===== src/rtl/core/m2i_pkg.sv =====
// Package for the 2x2 matrix inverse block: widths, pipeline payload types.
// No dependencies; imported by every module of the block.
`default_nettype none
package m2i_pkg;

    localparam int FRAC_BITS  = 16;
    localparam int ELEM_WIDTH = 32;
    localparam int PROD_WIDTH = 2 * ELEM_WIDTH;
    localparam int DIV_STEPS  = 2 * FRAC_BITS;
    localparam int LANES      = 4;

    localparam logic [ELEM_WIDTH-1:0] ELEM_MAX = {1'b0, {(ELEM_WIDTH-1){1'b1}}};
    localparam logic [ELEM_WIDTH-1:0] ELEM_MIN = {1'b1, {(ELEM_WIDTH-1){1'b0}}};

    // Configuration register indexes
    localparam logic [2:0] CFG_THRESHOLD = 3'd0;
    localparam logic [2:0] CFG_FB_00     = 3'd1;
    localparam logic [2:0] CFG_FB_10     = 3'd2;
    localparam logic [2:0] CFG_FB_01     = 3'd3;
    localparam logic [2:0] CFG_FB_11     = 3'd4;

    typedef struct packed {
        logic [ELEM_WIDTH-1:0]             thr;
        logic [LANES-1:0][ELEM_WIDTH-1:0]  fb;
    } cfg_t;

    // One divider lane: numerator sign, overflow, partial remainder, quotient
    typedef struct packed {
        logic                  neg;
        logic                  ovf;
        logic [PROD_WIDTH-1:0] rem;
        logic [ELEM_WIDTH-1:0] quo;
    } lane_t;

    typedef struct packed {
        logic                  vld;
        logic                  sing;
        logic                  dneg;
        logic [PROD_WIDTH-1:0] dmag;
        lane_t [LANES-1:0]     lane;
    } div_t;

    typedef struct packed {
        logic                             vld;
        logic [LANES-1:0][ELEM_WIDTH-1:0] inv;
        logic                             sing;
        logic                             sat;
    } res_t;

endpackage
`default_nettype wire


===== src/rtl/core/m2i_div_step.sv =====
// One restoring-division stage: one quotient bit for each of the four lanes.
// Depends on m2i_pkg.
`default_nettype none
module m2i_div_step
    import m2i_pkg::*;
(
    input  wire logic clk,
    input  wire logic rst_n,
    input  wire logic adv,
    input  div_t      din,
    output div_t      dout
);

    div_t dout_reg, dout_next;

    always_comb
    begin
        logic [PROD_WIDTH:0]   rem2;
        logic [PROD_WIDTH+1:0] diff;
        dout_next = din;
        for (int i = 0; i < LANES; i++)
        begin
            rem2 = {din.lane[i].rem, 1'b0};
            diff = {1'b0, rem2} - {2'b00, din.dmag};
            // remainder stays below the divisor, so the kept value fits
            dout_next.lane[i].rem = diff[PROD_WIDTH+1] ? rem2[PROD_WIDTH-1:0]
                                                       : diff[PROD_WIDTH-1:0];
            dout_next.lane[i].quo = {din.lane[i].quo[ELEM_WIDTH-2:0],
                                     !diff[PROD_WIDTH+1]};
        end
    end

    always_ff @(posedge clk or negedge rst_n)
    begin
        if (!rst_n)
            dout_reg <= '0;
        else if (adv)
            dout_reg <= dout_next;
    end

    assign dout = dout_reg;

endmodule
`default_nettype wire


===== config.mk =====
export PLATFORM = sky130hd
export DESIGN_NAME = m2i_div_step
export DESIGN_NICKNAME = d
export VERILOG_FILES = /design/src/rtl/core/m2i_pkg.sv /design/src/rtl/core/m2i_div_step.sv
export SDC_FILE = /design/constraint.sdc
export NUM_CORES = 1
export LEC_CHECK = 0
export BUFFER_PORTS_ARGS = -buffer_cell sky130_fd_sc_hd__buf_4
export CAP_MARGIN = 5
export CORE_AREA = 2 2 363 365
export CTS_BUF_LIST = sky130_fd_sc_hd__clkbuf_4
export DETAILED_ROUTE_END_ITERATION = 8
export DIE_AREA = 0 0 365 367
export SYNTH_ARGS = -nofsm -noshare
export SYNTH_HDL_FRONTEND = slang
export SYNTH_SLANG_ARGS = --single-unit

===== constraint.sdc =====
create_clock -name clk -period 0.8 [get_ports clk]
set_input_delay 0.04 -clock clk [delete_from_list [all_inputs] [get_ports clk]]
set_output_delay 0.04 -clock clk [all_outputs]
set_load 0.02 [all_outputs]

==> Yosys cells after proc, flatten, opt, wreduce, memory -nomap -nowiden <==
Index checks and enable logic that the tools add are counted.
{ "op_classes": {"reduce_logical": 4, "n_addsub": 4, "n_mux": 4} }
{ "op_table": {"columns": ["operator", "count"], "rows": [
  ["$sub A65 B64 Y66", 4],
  ["$mux W64", 4],
  ["$logic_not A1 Y1", 4]
]} }
{ "totals": {"reg_bits": 459, "out_inout_bits": 459, "word_cells": 32} }

==> Longest topological paths before layout <==
Gate-level depths: netlist (run 1).
{ "depth": {"word_depth": 2, "depth_mapped": 17, "mapped_depth_nobuf": 14} }

==> Worst setup path before layout (run 1) <==
Ideal clock, no wire load.
{ "synth_timing": {"path_kind": "input port to flip-flop", "startpoint": "input din[393] (netlist bit)", "endpoint": "register dout_reg, in the netlist dout[193]", "n_path_buf": 0, "setup_slack_ps": -2330, "stages": 13, "setup_ps": 124, "arrival_time_ps": 3007, "path_cell_list": "inv_1 -> ha_1 -> nor2b_1 -> o31a_1 -> o41ai_4 -> o31a_1 -> and3_1 -> o31ai_1 -> a311o_1 -> a221o_1 -> a221oi_2 -> xor2_1 -> o21ai_1"} }
{ "synth_via": {"elab_chain_cells": 2} }
{ "synth_rtl": {"columns": ["item", "line_no", "source"], "rows": [
  ["from (decl)", "m2i_div_step.sv:10", "input div_t din,"],
  ["$sub A65 B64 Y66", "m2i_div_step.sv:24", "diff = {1'b0, rem2} - {2'b00, din.dmag};"],
  ["$mux W64", "m2i_div_step.sv:26", "dout_next.lane[i].rem = diff[PROD_WIDTH+1] ? rem2[PROD_WIDTH-1:0]"],
  ["to (signal assigned)", "m2i_div_step.sv:38", "dout_reg <= dout_next;"],
  ["to (decl)", "m2i_div_step.sv:14", "div_t dout_reg, dout_next;"]
]} }
Every way passes these cells.
A chain may end at the register's enable or synchronous reset.

==> Worst setup path after layout (run 1) <==
{ "layout_timing": {"startpoint": "input din[160] (netlist bit)", "endpoint": "register dout_reg, in the netlist dout[189]"} }
The elaborated chain is that of the path after synthesis.

==> results.toml, run 1 <==
[floorplanning]
die_w_um = 365
die_area_um2 = 134000
die_height_um = 367
initial_core_util = 0.258
num_io_pins = 921
coreArea_um2 = 130000
rows = 133

[global_route]
antenna_found_initial = 45
grt_max_degree = 49
grt_use_total = 0.271
grt.overflow.total = 0
grt_pass1_vias = 44100
grt_first_pass_wirelength_um = 272000

[critical_path]
critical_path.slowest_cell = "dlygate4sd3_1"
worstPathBufferInverterCount = 6
crit_required_ns = 1.83
path_class = "input port to flop"
crit_top_cell = "buf_4"
cp.depth = 17
path_cells = "buf_4 -> dlygate4sd3_1 -> ha_1 -> and2_1 -> nand3_1 -> or3_1 -> buf_4 -> o41ai_4 -> buf_4 -> a21boi_4 -> o21ai_4 -> a41oi_4 -> buf_12 -> buf_12 -> and3_1 -> a21oi_1 -> o21ai_1"
worst_setup_path_start_kind = "input port"
crit_path_end = "dout[189]"
reg2reg_depth = 2
arrival_ns = 3.75
r2r_start = "dout[189]"
crit_fanout = 23
crit_family = "buffers and inverters"
cpPeakStageDelay_ns = 0.62
reg2reg_slack_ns = -0.15
r2r_end = "dout[189]"
crit_start = "din[160]"
end_kind = "flop"

[routing]
drc = 0
viasPerCell = 4.97
routed_wl_um = 191000
vias = 43100
postRouteAntennaNets = 0
drt_iter0_markers = 2505
routedWlPerCell_um = 22.1
first_pass_iters = 6

[synth]
synth_area_per_cell_um2 = 8.54
synth_nets = 4658
ys_types = 84
synth_edf_count = 0
synth-seq-cells = 459
syn_area_um2 = 33700
synthCells = 3940
async_flop_share = 1.00
yosys_warnings = 0
synth.yosys.seq_area_share = 0.341
ys.flop_type = "dfrtp_1"

[sta]
setup-tns-final_ns = -889.03
drv_slew = 0
rsz0062_at_grt = "true"
fin_crit_ns = 2.71
maxSlewHeadroom = 0.482
max_slew.worst_pin.slew_ns = 0.768
setup-violations-final = 740
setup_ws_ns = -1.91
whs_ns = -0.928
hold_viol_final = 268
fmax_mhz = 369
fin_crit_sh = 3.39
fin_worst_skew_ns = 0

[hold_path]
hold_path.class = "input port to flop"

[pwr]
powerDensity_nw_per_um2 = 1630
switching_power_mw = 42.8
p_comb_frac = 0.498
swShare = 0.397
leakage_nw = 30.6
p_int_mw = 64.8
p_clk_frac = 0.230
pwr-share-seq = 0.271
peakVddDrop_mv = 1.59

[placed_design]
placed_area_um2 = 52600
numPortBuffers = 916
dp_slack_ns = -3.11
hpwl_um = 141000
place_congestion = 0.959

[run_status]
outcome = "complete, but fails checks"
violations = "negative hold slack, negative setup slack"

[clock_network]
cts_tree = "done"
clk_pin_slew_ns = 0.07
numClockSinks = 459
insertion_delay_ns = 1.18
htreeDepth = 4
clockBufferDepth = 3
cts-root-buf = "clkbuf_4"
numCtsBuffers = 145

[layout]
fillCellCount = 11800
register_area_um2 = 11500
nets = 7500
syn2layout_area_growth_pct = 96.0
final_area_um2 = 66000
largest_reg_flops = 459
layout-drive-gt1-share = 0.480
multi_input_area_um2 = 24300

[flow_run]
drv_cap = 0
repair_timing:
item / 4_1_cts / 5_1_grt
gates cloned: 16 / 10
pin swaps: 156 / 207
hold endpoints to repair: 918 / 285
hold buffers: 594 / 57
gates resized for setup: 378 / 466
setup buffers: 54 / 46
setup endpoints to repair: 720 / 752
kinds of logic (layout without fill, tap and decap cells):
family	count (synthesis)	after routing	synth area share
AOI/OAI and AO/OA	1340	1340	0.240
and+or+nand+nor	1050	1050	0.138
DFF	459	459	0.341
buffers and inverters	353	3297	0.0417
adders and majority gates	256	256	0.0960
muxes	248	248	0.0815
xor gates and xnor gates	234	234	0.0609
other	0	31	0
stage by stage:
stage          instances  total power, mW  utilization
2_1_floorplan       3940             50.2            -
5_1_grt             8664              113        0.506
3_5_place_dp        7650             73.3        0.403
4_1_cts             8557              104        0.482
3_3_place_gp        7650             73.0        0.403
6_report            8670              108        0.506
synth_stat cells (58+ instances only):
| master | instances | share of area |
|---|---|---|
| o21ai_0 | 159 | 0.024 |
| nor2_1 | 521 | 0.058 |
| a21oi_1 | 699 | 0.10 |
| nand4_1 | 67 | 0.012 |
| xnor2_1 | 132 | 0.034 |
| clkbuf_1 | 175 | 0.020 |
| a21o_1 | 139 | 0.031 |
| dfrtp_1 | 459 | 0.34 |
| ha_1 | 252 | 0.094 |
| mux2_2 | 208 | 0.070 |
| xor2_1 | 102 | 0.027 |
| nand2_1 | 214 | 0.024 |
| inv_1 | 137 | 0.015 |
| o21bai_1 | 58 | 0.013 |
worst min path at each step:
stage | start | end | slack [ns] | cells past startpoint
after global placement | rst_n | dout[21] | -0.05 | 1
final | din[429] | dout[429] | -0.93 | 2
after detailed placement | rst_n | dout[21] | -0.05 | 1
after floorplan | rst_n | dout[0] | -0.26 | 0
after global routing | din[393] | dout[393] | -1.0 | 2
after CTS | din[393] | dout[393] | -1.07 | 2
cell type report:
class / instances / share of cell area
repair buffers: 2910 / 0.386
multi-input cells: 3128 / 0.369
flip-flops and latches: 459 / 0.174
well taps: 1755 / 0.0333
clock buffers: 193 / 0.0220
inverters: 138 / 0.00922
clock inverters: 56 / 0.00485
diodes: 31 / 0.00118
routing by layer:
layer,vias up,global-route usage,wire length [µm]
met2,1618,0.447,89900
met5,-,0,152
met4,26,0.142,11200
met1,20800,0.319,75000
met3,518,0.0763,15000
li1,20100,-,-
power by group through the flow:
stage | Sequential, mW | Combinational [mW] | Clock (mW)
2_1_floorplan | 33.3 | 17.0 | 0
3_3_place_gp | 29.2 | 43.8 | 0
3_5_place_dp | 29.3 | 44.0 | 0
4_1_cts | 29.0 | 49.6 | 25.1
5_1_grt | 29.5 | 57.0 | 26.6
6_report | 29.2 | 53.6 | 24.8
cells in the final DEF, fill, tap and decap left out, types with 26 or more instances in the layout:
| cell type | n |
|---|---|
| nor2_2 | 31 |
| buf_8 | 38 |
| o21ai_0 | 118 |
| buf_12 | 79 |
| nand2_1 | 200 |
| buf_4 | 2090 |
| mux2i_1 | 33 |
| and3_1 | 30 |
| xor2_1 | 99 |
| nor3_1 | 35 |
| buf_6 | 45 |
| diode_2 | 31 |
| xnor2_1 | 130 |
| mux2_2 | 203 |
| a31oi_1 | 26 |
| ha_1 | 188 |
| a21oi_4 | 30 |
| nand3_1 | 46 |
| nor2_1 | 409 |
| ha_4 | 58 |
| a21oi_1 | 503 |
| dfrtp_1 | 459 |
| nor2_4 | 81 |
| inv_1 | 109 |
| o21bai_1 | 55 |
| o21a_1 | 37 |
| clkbuf_4 | 193 |
| nand4_1 | 67 |
| a21oi_2 | 167 |
| clkinv_1 | 31 |
| dlygate4sd3_1 | 623 |
| a21o_1 | 138 |
| o21ai_1 | 27 |
Note: power is estimated with default switching activity, not from simulation.
==> inputs of run 2 (changes only) <==
CORE_AREA = 2 2 356 358   (was 2 2 363 365)
DIE_AREA = 0 0 358 360   (was 0 0 365 367)
clock period = 2.7 ns   (was 0.8 ns; I/O delays follow)
==> results.toml, run 2 (synthesized netlist as in run 1, its figures left out) <==
[run_status]
outcome = "complete, but fails checks"
violations = "negative hold slack, negative setup slack"

[clock_network]
clk_pin_slew_ns = 0.07
numCtsBuffers = 149
numClockSinks = 459
clockBufferDepth = 3
insertion_delay_ns = 1.15
cts-root-buf = "clkbuf_4"
htreeDepth = 4
cts_tree = "done"

[floorplanning]
coreArea_um2 = 125000
die_height_um = 360
num_io_pins = 921
rows = 130
initial_core_util = 0.269
die_w_um = 358
die_area_um2 = 129000

[routing]
drc = 0
vias = 44400
first_pass_iters = 5
drt_iter0_markers = 3158
routedWlPerCell_um = 21.9
viasPerCell = 5.00
routed_wl_um = 194000
postRouteAntennaNets = 0

[pwr]
p_comb_frac = 0.489
p_clk_frac = 0.238
peakVddDrop_mv = 0.384
powerDensity_nw_per_um2 = 476
p_int_mw = 19.4
pwr-share-seq = 0.273
leakage_nw = 31.3
switching_power_mw = 12.4
swShare = 0.390
total_power_mw = 31.9

[critical_path]
crit_fanout = 9
worst_setup_path_start_kind = "input port"
r2r_end = "dout[393]"
reg2reg_slack_ns = 0.73
crit_required_ns = 3.71
path_class = "input port to flop"
arrival_ns = 3.98
r2r_start = "dout[393]"
end_kind = "flop"
reg2reg_depth = 3

[sta]
max_slew.worst_pin.slew_ns = 0.757
rsz0062_at_grt = "true"
drv_slew = 0
fin_crit_ns = 2.97
whs_ns = -0.679
setup_ws_ns = -0.270
fin_worst_skew_ns = 0
maxSlewHeadroom = 0.494
fmax_mhz = 337
fin_crit_sh = 1.10
setup-violations-final = 128
hold_viol_final = 54

[placed_design]
dp_slack_ns = -1.37
numPortBuffers = 916
placed_area_um2 = 51300
place_congestion = 0.969
hpwl_um = 137000

[layout]
final_cell_mix = "1988 x buf_4, 1107 x dlygate4sd3_1, 602 x a21oi_1"
register_area_um2 = 11500
fillCellCount = 11000
multi_input_area_um2 = 22800
layout_commonest_cell = "buf_4"
largest_reg_flops = 459
nets = 7806
final_area_um2 = 67000
final_core_util = 0.536
syn2layout_area_growth_pct = 99.0
layout-drive-gt1-share = 0.401

[global_route]
grt_pass1_vias = 45600
grt_first_pass_wirelength_um = 273000
grt.overflow.total = 0
grt_max_degree = 111
antenna_found_initial = 38
grt_use_total = 0.278

[hold_path]
worstHoldStart = "din[150]"
hold_end = "dout[151]"
hold_path.class = "input port to flop"
hold_depth = 3

[flow_run]
drv_cap = 0
[run 2: changes by cell type in the layout (fill, tap and decap cells not counted), sizes merged]
cell / previous run / this run
bufinv: 2 / 1
clkbuf: 203 / 223
dlygate4sd3: 623 / 1107
diode: 31 / 26
clkinvlp: 22 / 19
dlymetal6s4s: 2 / 6
clkinv: 44 / 37
inv: 126 / 131
bufbuf: 1 / 0
buf: 2274 / 2085
[run 2: cell type report]
| class | instances | share of cell area |
|---|---|---|
| Multi-Input combinational cell | 3128 | 0.340 |
| Sequential cell | 459 | 0.171 |
| Tap cell | 1650 | 0.0308 |
| Clock buffer | 209 | 0.0234 |
| Inverter | 138 | 0.00854 |
| Timing Repair Buffer | 3212 | 0.420 |
| Clock inverter | 50 | 0.00417 |
| Antenna cell | 26 | 0.000971 |
[run 2: how the worst max path moves through the flow]
stage                     startpoint        end  slack, ns
after floorplan             din[393]  dout[193]      -0.39
after global placement      din[393]  dout[384]      -1.31
after detailed placement    din[398]  dout[238]      -1.37
after CTS                   din[393]  dout[190]      -0.02
after global routing        din[395]  dout[334]      -0.25
final                       din[395]  dout[334]      -0.27
[run 2: power groups by stage]
stage          clock, mW  combinational [mW]  sequential, mW
4_1_cts             7.69                14.5            8.63
3_3_place_gp           0                12.7            8.71
2_1_floorplan          0                5.03            9.85
3_5_place_dp           0                12.7            8.73
5_1_grt             8.10                16.6            8.78
6_report            7.57                15.6            8.70
[run 2: routing by layer]
metal | up-vias | GRT usage | wire length (µm)
met5 | - | 0 | 144
met2 | 1802 | 0.460 | 91300
met4 | 24 | 0.153 | 11900
met1 | 21400 | 0.328 | 77200
li1 | 20600 | - | -
met3 | 577 | 0.0713 | 13500
[run 2: critical path: stages]
cell and delay [ns]:
buf_4 0.11, clkinvlp_4 0.23, buf_6 0.23, buf_12 0.12
ha_4 0.27, nand2_4 0.05, buf_4 0.13, a211o_1 0.28
a31oi_4 0.21, and4_4 0.24, o31a_1 0.15, buf_6 0.15
o21ai_4 0.08, o211ai_1 0.18, a21o_1 0.20, a211oi_4 0.08
buf_12 0.15, clkbuf_16 0.18, buf_12 0.15, buf_4 0.14
nand2_2 0.07, o21ai_1 0.09, mux2_2 0.32
[run 2: timing repair]
| action | 4_1_cts | 5_1_grt |
|---|---|---|
| setup buffers | 7 | 66 |
| endpoints found under the hold margin | 918 | 105 |
| endpoints found under the setup margin | 53 | 266 |
| pin swaps | 3 | 115 |
| gates cloned | 0 | 16 |
| resized for setup | 9 | 308 |
| hold buffers | 1091 | 62 |
[run 2: through the flow]
stage | std cells | TNS (ns)
4_1_cts | 8746 | -0.0598
5_1_grt | 8868 | -7.79
3_3_place_gp | 7389 | -290.05
6_report | 8872 | -6.76
2_1_floorplan | 3940 | -49.46
3_5_place_dp | 7389 | -306.06
