===== config.mk =====
export PLATFORM = sky130hd
export DESIGN_NAME = m2i_back
export DESIGN_NICKNAME = d
export VERILOG_FILES = /design/src/rtl/core/m2i_pkg.sv /design/src/rtl/core/m2i_back.sv
export SDC_FILE = /design/constraint.sdc
export NUM_CORES = 1
export LEC_CHECK = 0
export BUFFER_PORTS_ARGS = -buffer_cell sky130_fd_sc_hd__buf_2
export CORE_AREA = 2 2 291 293
export DETAILED_ROUTE_END_ITERATION = 10
export DIE_AREA = 0 0 293 295
export SLEW_MARGIN = 20
export SYNTH_ARGS = -nofsm -noshare
export SYNTH_HDL_FRONTEND = slang
export SYNTH_SLANG_ARGS = --single-unit

===== constraint.sdc =====
create_clock -name clk -period 1.3 [get_ports clk]
set_input_delay 0.195 -clock clk [delete_from_list [all_inputs] [get_ports clk]]
set_output_delay 0.195 -clock clk [all_outputs]
set_load 0.005 [all_outputs]

===== src/rtl/core/m2i_pkg.sv =====
// Package for the 2x2 matrix inverse block: widths, pipeline payload types.
// No dependencies; imported by every module of the block.
`default_nettype none
package m2i_pkg;

    localparam int FRAC_BITS  = 16;
    localparam int ELEM_WIDTH = 32;
    localparam int PROD_WIDTH = 2 * ELEM_WIDTH;
    localparam int DIV_STEPS  = 2 * FRAC_BITS;
    localparam int LANES      = 4;

    localparam logic [ELEM_WIDTH-1:0] ELEM_MAX = {1'b0, {(ELEM_WIDTH-1){1'b1}}};
    localparam logic [ELEM_WIDTH-1:0] ELEM_MIN = {1'b1, {(ELEM_WIDTH-1){1'b0}}};

    // Configuration register indexes
    localparam logic [2:0] CFG_THRESHOLD = 3'd0;
    localparam logic [2:0] CFG_FB_00     = 3'd1;
    localparam logic [2:0] CFG_FB_10     = 3'd2;
    localparam logic [2:0] CFG_FB_01     = 3'd3;
    localparam logic [2:0] CFG_FB_11     = 3'd4;

    typedef struct packed {
        logic [ELEM_WIDTH-1:0]             thr;
        logic [LANES-1:0][ELEM_WIDTH-1:0]  fb;
    } cfg_t;

    // One divider lane: numerator sign, overflow, partial remainder, quotient
    typedef struct packed {
        logic                  neg;
        logic                  ovf;
        logic [PROD_WIDTH-1:0] rem;
        logic [ELEM_WIDTH-1:0] quo;
    } lane_t;

    typedef struct packed {
        logic                  vld;
        logic                  sing;
        logic                  dneg;
        logic [PROD_WIDTH-1:0] dmag;
        lane_t [LANES-1:0]     lane;
    } div_t;

    typedef struct packed {
        logic                             vld;
        logic [LANES-1:0][ELEM_WIDTH-1:0] inv;
        logic                             sing;
        logic                             sat;
    } res_t;

endpackage
`default_nettype wire


===== src/rtl/core/m2i_back.sv =====
// Back end: sign, saturation, fallback select and output register.
// Depends on m2i_pkg.
`default_nettype none
module m2i_back
    import m2i_pkg::*;
(
    input  wire logic clk,
    input  wire logic rst_n,
    input  wire logic adv,
    input  div_t      din,
    input  cfg_t      cfg,
    output res_t      dout
);

    res_t dout_reg, dout_next;

    always_comb
    begin
        logic [LANES-1:0] sat;
        logic             neg;
        logic [ELEM_WIDTH-1:0] q;
        dout_next     = '0;
        dout_next.vld = din.vld;
        sat           = '0;
        for (int i = 0; i < LANES; i++)
        begin
            q   = din.lane[i].quo;
            neg = (din.lane[i].neg != din.dneg) && (din.lane[i].ovf || (q != '0));
            if (neg)
            begin
                sat[i] = din.lane[i].ovf || (q > ELEM_MIN);
                dout_next.inv[i] = sat[i] ? ELEM_MIN : (~q + 1'b1);
            end
            else
            begin
                sat[i] = din.lane[i].ovf || q[ELEM_WIDTH-1];
                dout_next.inv[i] = sat[i] ? ELEM_MAX : q;
            end
        end
        dout_next.sing = din.sing;
        if (din.sing)
        begin
            dout_next.inv = cfg.fb;
            dout_next.sat = 1'b0;
        end
        else
            dout_next.sat = |sat;
    end

    always_ff @(posedge clk or negedge rst_n)
    begin
        if (!rst_n)
            dout_reg <= '0;
        else if (adv)
            dout_reg <= dout_next;
    end

    assign dout = dout_reg;

endmodule
`default_nettype wire

* Word level (Yosys, flattened, before mapping)
Index checks and enable logic that the tools add are counted.
** Storage, ports and cells
- Output and inout bits :: 131
- Word-level logic and storage cells :: 62
- Register bits after elaboration :: 131
- Bits in writable memories :: 0
- Memory bits (read-only) :: 0
- Memories :: 0
- Latch bits :: 0
** Operators by class
- Equality and inequality tests :: 4
- Reductions and logical operators :: 21
- Muxes and demuxes :: 18
- Multipliers :: 0
- $lt $le $gt $ge :: 4
- Divide/modulo/power cells :: 0
- Bitwise gates (word level) :: 4
- Add/sub/neg operators :: 4
- Shift operators :: 0
** Operators with widths (number)
- $mux 32 :: 12
- $add 32x1->32 const B :: 4
- $gt 32x32->1 const B :: 4
- $mux 128 :: 1
- $not 32->32 :: 4
- $reduce_bool 32->1 :: 4
- $logic_or 1x1->1 :: 12
- $mux 1 :: 5
- $logic_and 1x1->1 :: 4
- $ne 1x1->1 :: 4
- $reduce_or 4->1 :: 1

* Logic depth before layout (Yosys ltp)
Gate-level depths: netlist of the first run.
- Word-level depth :: 6
- Depth in mapped cells :: 11
- Depth with buffers taken out :: 8

* Worst setup path before layout of the first run
OpenSTA, ideal clock, no wires.
- Path kind :: input port to flip-flop
- Start :: input port din[197] in the netlist's numbering
- End :: register dout_reg (netlist bit dout[79])
- Cell stages on the path :: 9
- Data arrival time :: 2.880 ns
- Path slack :: -1.670 ns
- Buffers on the path :: 1
- Required time :: 1.210 ns
- Cells stage by stage :: inv_1 -> ha_1 -> or4b_2 -> or3_1 -> o31a_1 -> or4b_1 -> buf_2 -> or4b_1 -> o2111ai_1
** Between the ends
- Word-level cells in the longest chain between the ends :: 5
- Elaborated cells on any way between the ends :: 10
- Classes of those cells :: 1 x add/sub; 1 x order compare; 3 x mux; 1 x bitwise; 4 x reduce/logical
** Ends and longest elaborated chain
- from (decl) :: RTL line m2i_back.sv:10 : input div_t din,
- $not 32->32 (tied with other cells) :: RTL line m2i_back.sv:32 : dout_next.inv[i] = sat[i] ? ELEM_MIN : (~q + 1'b1);
- $add 32x1->32 (tied with other cells) :: RTL line m2i_back.sv:32
- $mux 32 / $logic_and 1x1->1 (equally long branches) :: RTL line m2i_back.sv:32, m2i_back.sv:28
- $mux 32 * :: RTL line m2i_back.sv:29 : if (neg)
- $mux 128 * :: RTL line m2i_back.sv:41 : if (din.sing)
- to (signal assigned) :: RTL line m2i_back.sv:55 : dout_reg <= dout_next;
- to (decl) :: RTL line m2i_back.sv:15 : res_t dout_reg, dout_next;
Every way passes the cells marked *; elsewhere a longest branch is shown, timed or not.
A chain may end at the register's enable or synchronous reset.

* Worst setup path after layout of the first run
Same ends and word-level chain as after synthesis.

==> flow_results.org, run 1 <==
** Timing
- Max-slew violation count :: 0
- At the pin with the least slew margin, the transition time is 0.842 ns.
- Fmax :: 427 MHz
- Worst-case hold slack :: 0.0344 ns
- Unrepaired setup endpoints after global routing :: true
- Setup violations remaining at the end of the flow were counted as 132.
- Final clock period utilization by the worst path :: 180%
- In the final timing run, aggregate negative setup slack is -92.98 ns.
- Final count of hold timing violations :: 0
- After layout, the minimum clock period comes to 2.34 ns.
- Worst slew margin relative to its limit :: 43.7%
- In the post-route analysis, the smallest setup slack over all paths is -1.04 ns.
- Clock skew on the completed layout was measured at 0 ns.

** Floorplan
- DIE HEIGHT :: 295 um
- Starting Density :: 12.6%
- In this run the core area contains 106 standard-cell rows.
- The floorplan step set the die width to 293 um.
- The total area inside the core boundary comes to 83200 um^2.
- Number of top-level design ports :: 753
- Die Outline Area :: 86400 um^2

** Outcome
- The checks that failed: setup timing.
- Status :: complete, but fails checks

** Logic synthesis
- Counting distinct cell types in the post-synthesis netlist gives 73.
- Proportion of netlist area held by the largest area contributor :: 31.2%
- Largest area contributor in the synthesized netlist :: dfrtp_1
- Post-synth design cell area :: 10500 um^2
- Synthesis produced 1394 cells.
- Among all cell types in the netlist, the one instantiated most often is o21ai_0.
- For this run, the number of Yosys warnings is 0.
- For this run, the leading register cell type out of synthesis is dfrtp_1.
- Of the synthesized area, sequential elements account for 31.2%.
- Flip-flop and latch count after synthesis :: 131
- Async SR Flop Fraction :: 100%
- Synthesized Nets :: 2020
- Ranked by instance count, the synthesized netlist is headed by o21ai_0 (147), dfrtp_1 (131), nor2_1 (114).
- Area contributors post-synth :: dfrtp_1 (31%), o21ai_0 (7.0%), nand3b_1 (4.9%)
- Number of enable-type register cells in the synthesized netlist :: 0
- After synthesis, the mean cell area works out to 7.54 um^2.

** Flow run
- The tool flagged a number of max-cap violations equal to 0.

** Layout
- The net count of the finished layout is 2875.
- The register with the most flip-flops in the layout has 131 of them.
- For this run, the share of the core covered by cells in the final layout is 24.9%.
- The finished layout holds 3346 standard cells, fillers aside.
- Layout area overhead :: 96.7%
- Cells with a size suffix above 1 make up 51.9% of the layout.

** Clock tree
- Clock-pin slew was measured on the worst setup and hold paths at 0.07 ns.
- Clk_lat worst skew :: 0.49 ns
- CTS sink count :: 131
- Root buffer selected by CTS :: clkbuf_16
- TritonCTS built the clock tree.
- Number of buffers added by the clock tree synthesis step :: 17
- No sink is reached through more buffers than the 2 on the longest clock path.
- The clock tree synthesis step divided the H-tree into 4 levels.

** Drt
- Vias post-DR :: 15409
- After the first detailed-routing iteration, the DRC count stood at 1215.
- Uppermost layer routed :: met5
- Wire length per cell after detailed routing :: 22.5 um
- DR pass1 iterations :: 5
- Drt via density :: 4.61
- Routed length on met3 :: 8.93 mm
- Remaining number of nets flagged by the antenna check after routing :: 0
- In the final routing, the length of wire on met1 measures 31.1 mm.
- Wirelength, routed :: 75.2 mm
- Detailed routing placed a total of 32.6 mm of wire on met2.
- After detailed routing, the number of remaining DRC violations is 0.

** Critical path
- Critical Path Source Type :: primary input
- STA classifies the critical path endpoint as a register.
- Required time worst endpoint :: 1.70 ns
- Critical path data arrival time :: 2.74 ns
- Reg2reg setup slack :: -0.17 ns
- Largest fanout of any net on the critical path :: 8
- The critical path is of the primary input to register type.

** GRT
- Global-route usage over all layers :: 17.0%
- Initial antenna violation count :: 31
- Entering global routing, the biggest net connects 42 pins.
- The number of global-route vias before repair came to 15264.
- Wire length of the first global-routing pass :: 106 mm
- The total overflow left after global routing is 0.

** Power and ir drop
- Total power :: 16.6 mW
- VDD sags by at most 1060 uV.
- Lkg Pwr :: 8.49 nW
- Power per cell area :: 800 nW/um^2

** Place
- Including well taps, the total number of placed cells is 3220.
- Total of buffers placed on input and output ports :: 400
- The wire-length estimate of the detail-placed layout is 60.0 mm.
- Last weighted congestion value of the routability-driven placer :: 0.927

** Worst hold path
- The tightest min-delay check is of the primary input to register type.
-- kinds of logic after synthesis --
family / count (synthesis) / synth area share, %
flip-flops: 131 / 31.2
multiplexers: 6 / 0.607
AND/OR/NAND/NOR: 621 / 32.6
XOR/XNOR: 13 / 1.08
buffers and inverters: 137 / 4.97
AO/OA/AOI/OAI: 482 / 29.0
adder cells (fa/ha/maj): 4 / 0.476
-- power breakdown --
part           leakage, nW  switching, mW  internal [mW]  total [mW]
Sequential            1.49          0.427           4.61        5.04
Clock                0.280           2.34           2.93        5.27
Combinational         6.72           3.33           2.91        6.24
-- cells in the final DEF (no fill, tap or decap), types with 46 or more instances in the layout --
cell type and n:
a31oi_1 72, nor2_1 106, nor3_1 46, o21ai_0 115, dfrtp_1 126, dlygate4sd3_1 47, buf_2 337, nand3b_1 68
nand2_1 85, buf_6 97, buf_4 426, a21oi_1 53
-- cell type report --
| cell class | instances | area [um^2] |
|---|---|---|
| Antenna cell | 4 | 10.0 |
| Clock buffer | 21 | 460 |
| Clock inverter | 11 | 128 |
| Fill cell | 9061 | 62500 |
| Inverter | 33 | 154 |
| Multi-Input combinational cell | 1129 | 8280 |
| Sequential cell | 131 | 3280 |
| Tap cell | 1080 | 1350 |
| Timing Repair Buffer | 937 | 7020 |
-- through the flow --
step           setup WS (ns)  area [um^2]
2_1_floorplan          -1.52        11100
3_3_place_gp           -1.73        17500
3_5_place_dp           -1.75        17500
4_1_cts               -0.970        20200
5_1_grt                -1.05        20700
6_report               -1.04        20700
-- repair_timing --
item	4_1_cts	5_1_grt
hold buffers	47	0
setup endpoints to repair	183	154
setup buffers	37	10
cloned	7	0
pin swaps	150	73
resized for setup	336	87
endpoints found under the hold margin	84	0
-- critical path: stages --
cell	delay, ns
buf_8	0.10
inv_6	0.05
ha_4	0.12
or4b_4	0.48
or3_4	0.35
o31a_1	0.26
or4b_4	0.55
or4b_4	0.54
o2111ai_2	0.10
-- final timing paths --
path                                        from               endpoint  cells after the start
min                                      cfg[52]   dout[54]$_DFFE_PN0P_                      3
max in group asynchronous                  rst_n   dout[97]$_DFFE_PN0P_                      3
max                                     din[197]   dout[79]$_DFFE_PN0P_                      9
max reg2reg                 dout[63]$_DFFE_PN0P_   dout[63]$_DFFE_PN0P_                      4
min in group asynchronous                  rst_n  dout[130]$_DFFE_PN0P_                      2
min reg2reg                dout[130]$_DFFE_PN0P_  dout[130]$_DFFE_PN0P_                      1
-- per-layer routing --
| layer | GRT usage [%] | vias to the layer above |
|---|---|---|
| met5 | 0 | - |
| met4 | 5.70 | 36 |
| met3 | 7.52 | 140 |
| met2 | 26.2 | 806 |
| met1 | 21.2 | 7341 |
| li1 | - | 7086 |
(Power assumes the default switching activity.)
==> run 2, diff against run 1 <==
- CORE_AREA: 2 2 291 293 -> 2 2 289 291
- DIE_AREA: 0 0 293 295 -> 0 0 291 293
==> flow_results.org, run 2 (synthesis gave the netlist of run 1 again) <==
** Layout
- Layout area overhead :: 98.2% (was 96.7%)
- Number of inserted filler cells in the final layout :: 8888 (was 9061)
- Fraction of layout cells with a size suffix above 1 :: 53.0% (was 51.9%)
- The commonest non-fill, non-tap cell in the layout was buf_4 (unchanged).
- Post-route insts no fill :: 3367 (was 3346)
- Net count, final :: 2903 (was 2875)
- Most frequent cells in the layout :: buf_4 (442), buf_2 (342), dfrtp_1 (130) (was buf_4 (426), buf_2 (337), dfrtp_1 (126))
- The final design instance area without fill came to 20800 um^2 (was 20700 um^2).
- The flip-flop count of the largest register after layout was 131 (unchanged).

** Critical path
- The start-to-end type of the worst setup path is primary input to register (unchanged).
- The launch point of the worst reg-to-reg path was dout[63]$_DFFE_PN0P_ (unchanged).
- The data required time of the critical path came to 1.70 ns (about the same).
- The path depth of the worst reg2reg path was 4 (unchanged).
- Largest fanout of any net on the critical path :: 8 (unchanged)
- Reg2reg setup slack :: -0.11 ns (was -0.17 ns)
- Crit Reg-Reg Endpoint :: dout[63]$_DFFE_PN0P_ (unchanged)
- The sort of element at the end of the critical path is a register (unchanged).
- Critical Path Source Type :: primary input (unchanged)
- The data arrival at the endpoint of the critical path was 2.73 ns (was 2.74 ns).

** Worst hold path
- The startpoint of the worst hold path is cfg[21] (was cfg[52]).
- Number of stages on the worst hold path :: 3 (unchanged)
- The worst hold path endpoint is dout[23]$_DFFE_PN0P_ (was dout[54]$_DFFE_PN0P_).
- Class of the most critical hold timing path :: primary input to register (unchanged)

** Timing
- The post-route clock skew was 0 ns (unchanged).
- The highest clock rate is 428 MHz (was 427 MHz).
- The number of endpoints failing setup at the final stage was 131 (was 132).
- Transition time at the pin with the least slew margin :: 0.874 ns (was 0.842 ns)
- Final count of hold timing violations :: 0 (unchanged)
- Worst slew margin relative to its limit :: 41.5% (was 43.7%)
- Shortest period the worst path allows :: 2.34 ns (about the same)
- Unrepaired setup endpoints after global routing: true (unchanged).
- Worst-case hold slack :: 0.0415 ns (was 0.0344 ns)
- Max-slew violation count :: 0 (unchanged)
- The worst setup slack after layout came to -1.04 ns (about the same).
- Final clock period utilization by the worst path :: 180% (about the same)

** Floorplan
- The standard-cell row count came to 105 (was 106).
- The vertical die dimension was 293 um (was 295 um).
- Number of top-level design ports :: 753 (unchanged)
- The area of the placeable core was 81800 um^2 (was 83200 um^2).
- The die boundary width came to 291 um (was 293 um).
- The starting density of the core is 12.8% (was 12.6%).
- Die Outline Area :: 85300 um^2 (was 86400 um^2)

** Clock tree
- Root buffer selected by CTS :: clkbuf_16 (unchanged)
- The clock-pin slew of the registers on the worst-case setup and hold paths is 0.07 ns (about the same).
- The maximum clock path buffer count is 2 (unchanged).
- The number of levels the H-tree was split into is 4 (unchanged).
- Number of buffers added by the clock tree synthesis step :: 17 (unchanged)
- CTS sink count :: 131 (unchanged)
- The TritonCTS clock tree was yes (unchanged).
- Clk_lat worst skew :: 0.48 ns (was 0.49 ns)

** Drt
- The number of nets with antenna violations after routing was 0 (unchanged).
- Wirelength, routed :: 77.1 mm (was 75.2 mm)
- The initial DRC count is 1184 (was 1215).
- The post-detailed-route via-to-cell ratio is 4.65 (was 4.61).
- The iteration count of the initial detailed-routing pass is 5 (unchanged).
- The mean routed wirelength per cell is 22.9 um (was 22.5 um).
- The number of design rule violations left after detail routing was 0 (unchanged).
- The number of vias after detailed routing was 15649 (was 15409).

** Outcome
- Violations in the final reports: setup timing (unchanged).
- Status: complete, but fails checks (unchanged).

** GRT
- The wire length of the first global-routing pass came to 109 mm (was 106 mm).
- The overall routing resource usage is 17.5% (was 17.0%).
- The largest net degree at the start of global routing came to 44 (was 42).
- The total global routing overflow is 0 (unchanged).
- Vias in the first global route :: 15609 (was 15264)
- The number of antenna violations at the first check in global routing came to 31 (unchanged).

** Place
- The count of port buffers added during placement was 400 (unchanged).
- Place WS :: -1.69 ns (was -1.75 ns)
- The total half-perimeter wirelength after legalization and detailed placement came to 60.6 mm (was 60.0 mm).
- Post-detailed-placement cell area :: 17300 um^2 (was 17500 um^2)
- Last weighted congestion value of the routability-driven placer :: 0.958 (was 0.927)
- The number of instances in the placed design is 3204 (was 3220).

** Flow run
- Number of maximum-capacitance violations :: 0 (unchanged)

** Power and ir drop
- Power per cell area :: 791 nW/um^2 (was 800 nW/um^2)
- The highest ir drop seen on vdd was 1000 uV (was 1060 uV).
- The leakage component of the power is 8.62 nW (was 8.49 nW).
==> run 2: layer usage <==
| layer | routed length [um] | vias up | track usage [%] |
|---|---|---|---|
| met3 | 8160 | 156 | 6.32 |
| met5 | 188 | - | 0 |
| met1 | 31700 | 7596 | 22.0 |
| met4 | 3600 | 30 | 7.43 |
| li1 | - | 7154 | - |
| met2 | 33400 | 713 | 27.1 |
==> run 2: power breakdown <==
part | switching [mW] | internal (mW)
Clock | 2.38 | 2.83
Sequential | 0.388 | 4.61
Combinational | 3.42 | 2.84
Total | 6.19 | 10.3
==> run 2: final cells by class <==
cell class	count	area [um^2]	area share, %
antenna	7	17.5	0.0841
clock buffer	17	425	2.04
clock inverter	15	158	0.757
inverter	33	154	0.739
multi-input combinational	1130	8300	39.8
sequential	131	3280	15.7
tap	1070	1340	6.43
timing repair buffer	964	7160	34.4
==> run 2: how the worst max path moves through the flow <==
stage / end / from / cells after the start
after CTS: dout[79]$_DFFE_PN0P_ / din[196] / 9
after global routing: dout[79]$_DFFE_PN0P_ / din[196] / 9
after global placement: dout[79]$_DFFE_PN0P_ / din[197] / 9
after detailed placement: dout[12]$_DFFE_PN0P_ / din[8] / 8
after floorplan: dout[79]$_DFFE_PN0P_ / din[206] / 8
final: dout[79]$_DFFE_PN0P_ / din[206] / 7
==> run 2: timing repair <==
item | in CTS | in global routing
hold buffers | 39 | 0
endpoints found under the setup margin | 166 | 156
gates cloned | 7 | 0
gates resized for setup | 317 | 120
pin swaps | 132 | 111
buffers inserted | 52 | 36
endpoints found under the hold margin | 169 | 0
==> run 2: metrics by stage <==
stage | TNS (ns) | power (mW) | utilization, %
3_3_place_gp | -170.96 | 10.3 | 21.2
4_1_cts | -81.80 | 16.5 | 24.5
3_5_place_dp | -172.98 | 10.3 | 21.2
6_report | -91.42 | 16.5 | 25.5
5_1_grt | -94.63 | 17.4 | 25.4
2_1_floorplan | -134.74 | 6.75 | -
==> run 2: worst max-delay path: stages <==
cell	delay, ns
buf_6	0.09
or4_4	0.53
or3_4	0.40
o31a_1	0.32
or4b_4	0.55
or4b_4	0.54
o2111ai_2	0.10
